<file path="src/hdl/uart_ring_buffer_pair_top_macros.svh">
// ----------------------------------------------------------------------------
// uart_ring_buffer_pair_top_macros.svh
// Assertion macros used by the UART ring buffer top level. They are written for
// the synchronous active-low reset and the clock of the top level.
// ----------------------------------------------------------------------------
`ifndef UART_RING_BUFFER_PAIR_TOP_MACROS_SVH
`define UART_RING_BUFFER_PAIR_TOP_MACROS_SVH

// Consequent must hold in the same cycle as the antecedent.
`define URBP_ASSERT_NOW(label, ante, cons, msg) \
    label: assert property (@(posedge i_clk) disable iff (!i_rst_n) (ante) |-> (cons)) \
        else $error(msg);

// Consequent must hold in the cycle after the antecedent.
`define URBP_ASSERT_NEXT(label, ante, cons, msg) \
    label: assert property (@(posedge i_clk) disable iff (!i_rst_n) (ante) |=> (cons)) \
        else $error(msg);

// Consequent must hold after the antecedent, later than in URBP_ASSERT_NEXT.
`define URBP_ASSERT_LATER(label, ante, cons, msg) \
    label: assert property (@(posedge i_clk) disable iff (!i_rst_n) (ante) |=> ##1 (cons)) \
        else $error(msg);

`endif

</file>
<file path="src/hdl/urbp_pkg.sv">
// ----------------------------------------------------------------------------
// urbp_pkg
// Types and constants shared by the UART ring buffer pair.
// ----------------------------------------------------------------------------
package urbp_pkg;

    localparam int BYTE_W       = 8;
    localparam int RX_DEPTH_DEF = 16;
    localparam int TX_DEPTH_DEF = 16;

    localparam logic [BYTE_W-1:0] CHAR_CR = 8'h0D;
    localparam logic [BYTE_W-1:0] CHAR_LF = 8'h0A;

    typedef enum logic [1:0] {
        OP_RX_BYTE  = 2'd0,
        OP_PUT      = 2'd1,
        OP_GET      = 2'd2,
        OP_TX_READY = 2'd3
    } t_opcode;

    typedef enum logic [1:0] {
        S_IDLE,
        S_PUT_LF,
        S_POP
    } t_state;

endpackage

</file>
<file path="src/hdl/urbp_ram.sv">
// ----------------------------------------------------------------------------
// urbp_ram
// Byte-wide simple dual-port memory: one write port, one read port with
// registered read data.
// ----------------------------------------------------------------------------
module urbp_ram #(
    parameter int  DEPTH = urbp_pkg::RX_DEPTH_DEF,
    localparam int AW    = $clog2(DEPTH)
) (
    input  logic                      i_clk,
    input  logic                      i_we,
    input  logic [AW-1:0]             i_waddr,
    input  logic [urbp_pkg::BYTE_W-1:0] i_wdata,
    input  logic                      i_re,
    input  logic [AW-1:0]             i_raddr,
    output logic [urbp_pkg::BYTE_W-1:0] o_rdata
);
    import urbp_pkg::*;

    logic [BYTE_W-1:0] r_mem [DEPTH];
    logic [BYTE_W-1:0] r_rdata;

    always_ff @(posedge i_clk) begin
        if (i_we) begin
            r_mem[i_waddr] <= i_wdata;
        end
    end

    always_ff @(posedge i_clk) begin
        if (i_re) begin
            r_rdata <= r_mem[i_raddr];
        end
    end

    assign o_rdata = r_rdata;

endmodule

</file>
<file path="src/hdl/uart_ring_buffer_pair_top.sv">
// A received byte, a put or an empty get/ready gives its item from the output registers in the cycle after acceptance;
// a get or ready event that pops a byte passes through the memory read register, then the output registers.
// Throughput: one item per cycle while the output is not stalled, except that a pop and a newline put
// hold off the next item for an extra state (S_POP for the registered memory read, S_PUT_LF for LF after CR).
// Reset clears the ring indexes, the send request and the output valid; the memories are
// not cleared, since an entry is only read after it was written.
// ----------------------------------------------------------------------------
// uart_ring_buffer_pair_top
// UART receive and transmit ring FIFOs held in two byte memories, with a
// small sequencer that reads, updates pointers and writes back per item.
// ----------------------------------------------------------------------------
`include "uart_ring_buffer_pair_top_macros.svh"

module uart_ring_buffer_pair_top #(
    parameter int RX_DEPTH = urbp_pkg::RX_DEPTH_DEF,
    parameter int TX_DEPTH = urbp_pkg::TX_DEPTH_DEF
) (
    input  logic                        i_clk,
    input  logic                        i_rst_n,
    input  logic                        i_valid,
    output logic                        o_stall,
    input  logic [1:0]                  i_opcode,
    input  logic [urbp_pkg::BYTE_W-1:0] i_data_byte,
    output logic                        o_valid,
    input  logic                        i_stall,
    output logic [urbp_pkg::BYTE_W-1:0] o_read_byte,
    output logic                        o_read_valid,
    output logic [urbp_pkg::BYTE_W-1:0] o_line_byte,
    output logic                        o_line_valid,
    output logic                        o_put_accepted,
    output logic                        o_rx_dropped,
    output logic                        o_rx_available,
    output logic                        o_send_request
);
    import urbp_pkg::*;

    localparam int RX_AW = $clog2(RX_DEPTH);
    localparam int TX_AW = $clog2(TX_DEPTH);
    localparam logic [RX_AW-1:0] RX_LAST = RX_AW'(RX_DEPTH - 1);
    localparam logic [TX_AW-1:0] TX_LAST = TX_AW'(TX_DEPTH - 1);

    t_state            r_state, n_state;
    logic [RX_AW-1:0]  r_rx_wr, n_rx_wr, r_rx_rd, n_rx_rd;
    logic [TX_AW-1:0]  r_tx_wr, n_tx_wr, r_tx_rd, n_tx_rd;
    logic              r_send, n_send;
    logic [TX_AW-1:0]  r_lf_addr;
    logic              r_pop_rx, r_pend_avail, r_pend_send;

    logic              r_o_valid;
    logic [BYTE_W-1:0] r_o_read_byte, r_o_line_byte;
    logic              r_o_read_valid, r_o_line_valid, r_o_put_accepted;
    logic              r_o_rx_dropped, r_o_rx_available, r_o_send_request;

    t_opcode           w_op;
    logic              w_accept, w_pop, w_is_nl, w_put_ok, w_dropped;
    logic              rx_full, rx_empty, tx_full, tx_empty;
    logic [RX_AW-1:0]  rx_wr_inc, rx_rd_inc;
    logic [TX_AW-1:0]  tx_wr_inc, tx_wr_inc2, tx_rd_inc;

    logic              rx_we, rx_re, tx_we, tx_re;
    logic [TX_AW-1:0]  tx_waddr;
    logic [BYTE_W-1:0] tx_wdata, rx_q, tx_q;

    // ------------------------------------------------------------------
    // Ring pointer arithmetic and per-item decisions.
    // ------------------------------------------------------------------
    assign w_op       = t_opcode'(i_opcode);
    assign o_stall    = !((r_state == S_IDLE) && (!r_o_valid || !i_stall));
    assign w_accept   = i_valid && !o_stall;

    assign rx_wr_inc  = (r_rx_wr == RX_LAST) ? '0 : r_rx_wr + 1'b1;
    assign rx_rd_inc  = (r_rx_rd == RX_LAST) ? '0 : r_rx_rd + 1'b1;
    assign tx_wr_inc  = (r_tx_wr == TX_LAST) ? '0 : r_tx_wr + 1'b1;
    assign tx_wr_inc2 = (tx_wr_inc == TX_LAST) ? '0 : tx_wr_inc + 1'b1;
    assign tx_rd_inc  = (r_tx_rd == TX_LAST) ? '0 : r_tx_rd + 1'b1;

    assign rx_full    = (rx_wr_inc == r_rx_rd);
    assign rx_empty   = (r_rx_wr == r_rx_rd);
    assign tx_full    = (tx_wr_inc == r_tx_rd);
    assign tx_empty   = (r_tx_wr == r_tx_rd);

    // A newline expands to CR then LF and needs two free slots.
    assign w_is_nl    = (i_data_byte == CHAR_LF);
    assign w_put_ok   = w_is_nl ? (!tx_full && (tx_wr_inc2 != r_tx_rd)) : !tx_full;
    assign w_dropped  = (w_op == OP_RX_BYTE) && rx_full;
    assign w_pop      = ((w_op == OP_GET) && !rx_empty) || ((w_op == OP_TX_READY) && !tx_empty);

    always_comb begin
        n_rx_wr = r_rx_wr;
        n_rx_rd = r_rx_rd;
        n_tx_wr = r_tx_wr;
        n_tx_rd = r_tx_rd;
        n_send  = r_send;
        if (w_accept) begin
            unique case (w_op)
                OP_RX_BYTE: begin
                    if (!rx_full) begin
                        n_rx_wr = rx_wr_inc;
                    end
                end
                OP_PUT: begin
                    if (w_put_ok) begin
                        n_tx_wr = w_is_nl ? tx_wr_inc2 : tx_wr_inc;
                        n_send  = 1'b1;
                    end
                end
                OP_GET: begin
                    if (!rx_empty) begin
                        n_rx_rd = rx_rd_inc;
                    end
                end
                OP_TX_READY: begin
                    if (tx_empty) begin
                        n_send = 1'b0;
                    end else begin
                        n_tx_rd = tx_rd_inc;
                    end
                end
                default: begin
                    n_send = r_send;
                end
            endcase
        end
    end

    // ------------------------------------------------------------------
    // Sequencer: next state.
    // ------------------------------------------------------------------
    always_comb begin
        n_state = r_state;
        unique case (r_state)
            S_IDLE: begin
                if (w_accept && (w_op == OP_PUT) && w_put_ok && w_is_nl) begin
                    n_state = S_PUT_LF;
                end else if (w_accept && w_pop) begin
                    n_state = S_POP;
                end
            end
            S_PUT_LF: n_state = S_IDLE;
            S_POP:    n_state = S_IDLE;
            default:  n_state = S_IDLE;
        endcase
    end

    // ------------------------------------------------------------------
    // Sequencer: memory port controls.
    // ------------------------------------------------------------------
    always_comb begin
        rx_we    = 1'b0;
        rx_re    = 1'b0;
        tx_we    = 1'b0;
        tx_re    = 1'b0;
        tx_waddr = r_tx_wr;
        tx_wdata = i_data_byte;
        unique case (r_state)
            S_IDLE: begin
                if (w_accept) begin
                    unique case (w_op)
                        OP_RX_BYTE:  rx_we = !rx_full;
                        OP_PUT: begin
                            tx_we    = w_put_ok;
                            tx_wdata = w_is_nl ? CHAR_CR : i_data_byte;
                        end
                        OP_GET:      rx_re = !rx_empty;
                        OP_TX_READY: tx_re = !tx_empty;
                        default:     rx_we = 1'b0;
                    endcase
                end
            end
            S_PUT_LF: begin
                tx_we    = 1'b1;
                tx_waddr = r_lf_addr;
                tx_wdata = CHAR_LF;
            end
            S_POP:   rx_we = 1'b0;
            default: rx_we = 1'b0;
        endcase
    end

    urbp_ram #(.DEPTH(RX_DEPTH)) u_rx_ram (
        .i_clk   (i_clk),
        .i_we    (rx_we),
        .i_waddr (r_rx_wr),
        .i_wdata (i_data_byte),
        .i_re    (rx_re),
        .i_raddr (r_rx_rd),
        .o_rdata (rx_q)
    );

    urbp_ram #(.DEPTH(TX_DEPTH)) u_tx_ram (
        .i_clk   (i_clk),
        .i_we    (tx_we),
        .i_waddr (tx_waddr),
        .i_wdata (tx_wdata),
        .i_re    (tx_re),
        .i_raddr (r_tx_rd),
        .o_rdata (tx_q)
    );

    // ------------------------------------------------------------------
    // Control registers.
    // ------------------------------------------------------------------
    always_ff @(posedge i_clk) begin
        if (!i_rst_n) begin
            r_state   <= S_IDLE;
            r_rx_wr   <= '0;
            r_rx_rd   <= '0;
            r_tx_wr   <= '0;
            r_tx_rd   <= '0;
            r_send    <= 1'b0;
            r_o_valid <= 1'b0;
        end else begin
            r_state <= n_state;
            r_rx_wr <= n_rx_wr;
            r_rx_rd <= n_rx_rd;
            r_tx_wr <= n_tx_wr;
            r_tx_rd <= n_tx_rd;
            r_send  <= n_send;
            if ((w_accept && !w_pop) || (r_state == S_POP)) begin
                r_o_valid <= 1'b1;
            end else if (r_o_valid && !i_stall) begin
                r_o_valid <= 1'b0;
            end
        end
    end

    // ------------------------------------------------------------------
    // Payload registers. A popping item parks its flags here until the
    // memory read data returns.
    // ------------------------------------------------------------------
    always_ff @(posedge i_clk) begin
        if (w_accept) begin
            r_lf_addr    <= tx_wr_inc;
            r_pop_rx     <= (w_op == OP_GET);
            r_pend_avail <= (n_rx_wr != n_rx_rd);
            r_pend_send  <= n_send;
        end
        if (w_accept && !w_pop) begin
            r_o_read_byte    <= '0;
            r_o_read_valid   <= 1'b0;
            r_o_line_byte    <= '0;
            r_o_line_valid   <= 1'b0;
            r_o_put_accepted <= (w_op == OP_PUT) && w_put_ok;
            r_o_rx_dropped   <= w_dropped;
            r_o_rx_available <= (n_rx_wr != n_rx_rd);
            r_o_send_request <= n_send;
        end else if (r_state == S_POP) begin
            r_o_read_byte    <= r_pop_rx ? rx_q : '0;
            r_o_read_valid   <= r_pop_rx;
            r_o_line_byte    <= r_pop_rx ? '0 : tx_q;
            r_o_line_valid   <= !r_pop_rx;
            r_o_put_accepted <= 1'b0;
            r_o_rx_dropped   <= 1'b0;
            r_o_rx_available <= r_pend_avail;
            r_o_send_request <= r_pend_send;
        end
    end

    assign o_valid        = r_o_valid;
    assign o_read_byte    = r_o_read_byte;
    assign o_read_valid   = r_o_read_valid;
    assign o_line_byte    = r_o_line_byte;
    assign o_line_valid   = r_o_line_valid;
    assign o_put_accepted = r_o_put_accepted;
    assign o_rx_dropped   = r_o_rx_dropped;
    assign o_rx_available = r_o_rx_available;
    assign o_send_request = r_o_send_request;

    // ------------------------------------------------------------------
    // Assertions.
    // ------------------------------------------------------------------
    `URBP_ASSERT_NOW(a_single_pop, r_o_valid, !(r_o_read_valid && r_o_line_valid), "item pops both rings")
    `URBP_ASSERT_NOW(a_lf_slot, r_state == S_PUT_LF, (r_lf_addr == r_tx_wr - 1'b1) || ((r_tx_wr == '0) && (r_lf_addr == TX_LAST)), "LF slot does not trail the write index")
    `URBP_ASSERT_NOW(a_pop_read, r_state == S_POP, $past(rx_re || tx_re), "pop state without a memory read")
    `URBP_ASSERT_LATER(a_pop_result, w_accept && w_pop, r_o_valid, "popped byte did not reach the output")
    `URBP_ASSERT_NOW(a_idx_range, 1'b1, (32'(r_rx_wr) < RX_DEPTH) && (32'(r_tx_wr) < TX_DEPTH), "write index beyond ring depth")

endmodule

</file>
<file path="config.mk">
export PLATFORM = sky130hd
export DESIGN_NAME = uart_ring_buffer_pair_top
export DESIGN_NICKNAME = d
export VERILOG_FILES = /design/src/hdl/urbp_pkg.sv /design/src/hdl/urbp_ram.sv /design/src/hdl/uart_ring_buffer_pair_top.sv
export VERILOG_INCLUDE_DIRS = /design/src /design/src/hdl
export SDC_FILE = /design/constraint.sdc
export NUM_CORES = 1
export LEC_CHECK = 0
export BUFFER_PORTS_ARGS = -buffer_cell sky130_fd_sc_hd__buf_2
export CORE_ASPECT_RATIO = 0.8
export CORE_MARGIN = 2
export CORE_UTILIZATION = 40
export DETAILED_ROUTE_END_ITERATION = 8
export HOLD_SLACK_MARGIN = 0.05
export PLACE_DENSITY = 0.54
export REMOVE_ABC_BUFFERS = 1
export SLEW_MARGIN = 0
export SYNTH_ARGS = -nofsm -noshare
export SYNTH_HDL_FRONTEND = slang
export SYNTH_SLANG_ARGS = --single-unit
</file>
<file path="constraint.sdc">
create_clock -name i_clk -period 3.22 [get_ports i_clk]
set_input_delay 0.805 -clock i_clk [delete_from_list [all_inputs] [get_ports i_clk]]
set_output_delay 0.805 -clock i_clk [all_outputs]
set_load 0.05 [all_outputs]
</file>
==> flow_summary_export.csv <==
group,metric,value,unit
synthesis,synth-edff-count,283,
detailed_routing,viasPerCell,5.46,
timing,worst_slew_pin_slew,0.816,ns
worst_setup_path,path_buf_inv,1,
clock_network,cts_num_sinks,321,
finish,ff_latch_area,9260,µm²
synthesis,synth_area_leaders,"edfxtp_1 (65%), mux4_2 (14%), dfxtp_1 (5.9%)",
grt,grt_pass1_vias,6852,
synthesis,syn_avg_cell_area,18.6,µm²
clock_network,clock_latency,0.51,ns
synthesis,synth_common_cells,"edfxtp_1 (283), mux4_2 (80), nor2_1 (56)",
clock_network,cts-root-buf,"clkbuf_16",
floorplan,floorplan.initialDensity,0.409,
worst_setup_path,cp_data_arrival_time,3.18,ns
timing,grt_setup_unrepaired,"false",
worst_setup_path,cp-start-kind,"register",
floorplan,ios,38,
worst_setup_path,max_stage_delay,0.44,ns
timing,hold_viol,0,
grt,antenna_found_initial,1,
synthesis,synth-warning-count,0,
synthesis,synth_seq_area_share,0.714,
clock_network,cts_buffers,34,
clock_network,hold_buffers,0,
synthesis,yosys.area.top_type_share,0.655,
synthesis,synth_most_common_cell,"edfxtp_1",
place,place_hpwl,19.5,mm
floorplan,dieHeight,165,µm
synthesis,synth_cells,698,
worst_setup_path,path_class,"register to register",
grt,grt_start_max_net_pins,38,
timing,post-route-period-util,0.946,
floorplan,core_area,31700,µm²
finish,diodes,0,
place,gp_congestion,0.823,
worst_setup_path,ff2ff_setup_slack,0.18,ns
synthesis,ys_dominant_reg_cell,"edfxtp_1",
synthesis,synth_area,13000,µm²
job,maxCapViolCount,0,
timing,clock_skew,0.0238,ns
place,place_area,14100,µm²
finish,fin_area,15200,µm²
timing,fin_tns_setup,0,ns
worst_setup_path,crit_chain,"ha_1 -> xor2_1 -> o21ai_0 -> mux2i_1 -> o211ai_2 -> a21oi_4 -> a32oi_1 -> buf_4 -> nor2_2",
run_status,outcome,"finished clean",
clock_network,cts-htree-levels,2,
worst_setup_path,slowest_stage,"nor2_2",
grt,grt_pass1_wl,43.1,mm
detailed_routing,drc_errors,0,
worst_setup_path,required,3.35,ns
detailed_routing,wl,28.8,mm
worst_setup_path,cp_max_fo,8,
finish,multi_input_area,3540,µm²
timing,period_needed,3.04,ns
floorplan,fp-row-count,58,
worst_setup_path,cpLargestDelayFamily,"compound AO/OA/AOI/OAI gates",
power,ir_drop,0.357,mV
worst_setup_path,crit_path_end_kind,"register",
timing,finalMaxSlewViolations,0,
timing,max_slew_margin,0.456,
grt,grt_util_all_layers,0.174,
timing,setup_violations,0,
clock_network,cts.clk_slew.worst_paths,0.06,ns
synthesis,yosysTopAreaCell,"edfxtp_1",
power,powerDensity,564,nW/µm²
detailed_routing,drtIter0Drc,517,
grt,overflow,0,
power,finalPower,8560,µW
synthesis,synth_cell_types,60,
detailed_routing,wl_per_cell,23.0,µm
finish,finalNetCount,828,
floorplan,design.die.area,33900,µm²
timing,max_freq,328,MHz
power,leakage,0.00492,µW
clock_network,cts.path.max_buffers,3,
min_path,hold_class,"register to register",
synthesis,synth_seq_cells,321,
floorplan,die_x,205,µm
clock_network,tritoncts,"built",
detailed_routing,drt-pass1-iter-count,4,
finish,nFillCells,2653,
finish,drive_gt1_frac,0.320,
synthesis,synthArstFlopShare,0,
finish,syn2layout_area_growth,16.8,%
place,numPortBuffers,37,
detailed_routing,ant_nets,0,
detailed_routing,vias,6825,
==> where the power goes <==
| group | switching (µW) | internal [µW] |
|---|---|---|
| combinational | 217 | 104 |
| clock | 1530 | 2130 |
| sequential | 15.7 | 4560 |
==> repair_timing <==
action | CTS | global route
setup buffers | 0 | 0
setup endpoints to repair | 24 | 104
gates resized for setup | 3 | 14
==> area by class of cell <==
cell class                      count  share of cell area
Clock inverter                     12             0.00677
Sequential cell                   321               0.611
Multi-Input combinational cell    325               0.234
Clock buffer                       48              0.0623
Tap cell                          420              0.0347
Inverter                           18             0.00446
Timing Repair Buffer              106              0.0472
==> cell families (layout without fill, tap and decap cells) <==
family | count (synthesis) | in the layout | share of synthesized area
flops | 321 | 321 | 0.714
mux | 90 | 90 | 0.147
buf+inv | 52 | 184 | 0.0172
compound gates | 64 | 64 | 0.0420
simple gates | 136 | 136 | 0.0527
xor+xnor | 27 | 27 | 0.0200
fa+ha+maj | 8 | 8 | 0.00771
==> registers in the layout, indices dropped and copies added, names as in the netlist <==
name,flops
u_rx_ram.o_rdata,8
o_send_request,1
r_pend_send,1
o_read_valid,1
r_send,1
o_valid,1
r_pop_rx,1
r_tx_rd,4
r_rx_wr,4
u_tx_ram.o_rdata,8
o_rx_available,1
r_rx_rd,4
o_rx_dropped,1
r_state,2
r_tx_wr,4
r_lf_addr,4
u_tx_ram.r_mem,128
o_put_accepted,1
r_pend_avail,1
o_read_byte,8
u_rx_ram.r_mem,128
o_line_byte,8
o_line_valid,1
==> final timing paths <==
path | endpoint | start | cells after the start
setup / recovery | u_tx_ram.r_mem[11][6] | r_tx_wr[0] | 9
hold / removal | o_read_byte[1] | u_rx_ram.o_rdata[1] | 1
setup reg to reg | u_tx_ram.r_mem[11][6] | r_tx_wr[0] | 9
hold reg to reg | o_read_byte[1] | u_rx_ram.o_rdata[1] | 1
==> routing by layer <==
layer	up-vias	wire length, µm	GRT usage
met4	0	419	0.0405
li1	3034	-	-
met5	-	0	0
met3	36	1580	0.0351
met2	167	12300	0.246
met1	3588	14500	0.275
==> stage by stage <==
stage	utilization	instances	setup slack (ns)	hold slack, ns
finish	0.478	1250	0.175	0.455
global route	0.478	1250	0.0199	0.473
detailed placement	0.444	1190	-0.0130	0.440
floorplan	-	664	-0.450	0.436
CTS	0.477	1250	0.0122	0.454
global placement	0.444	1190	0.0434	0.440
==> layout by cell type (no fill, tap or decap), drive strengths merged, types with 3 or more instances in the layout <==
master and count:
or3 3, a31oi 10, clkbuf 48, nand2b 10
buf 106, nand2 16, nor3b 3, mux2i 7
nor2 56, nor2b 3, inv 18, o21ai 6
dfxtp 38, mux2 3, edfxtp 283, a21oi 11
and3 3, clkinv 10, nand4 3, ha 8
mux4 80, a211oi 4, and2 10, xor2 10
xnor2 16, a22o 15, nor3 10, nand3 8
Note: power is estimated with default switching activity, not from simulation.
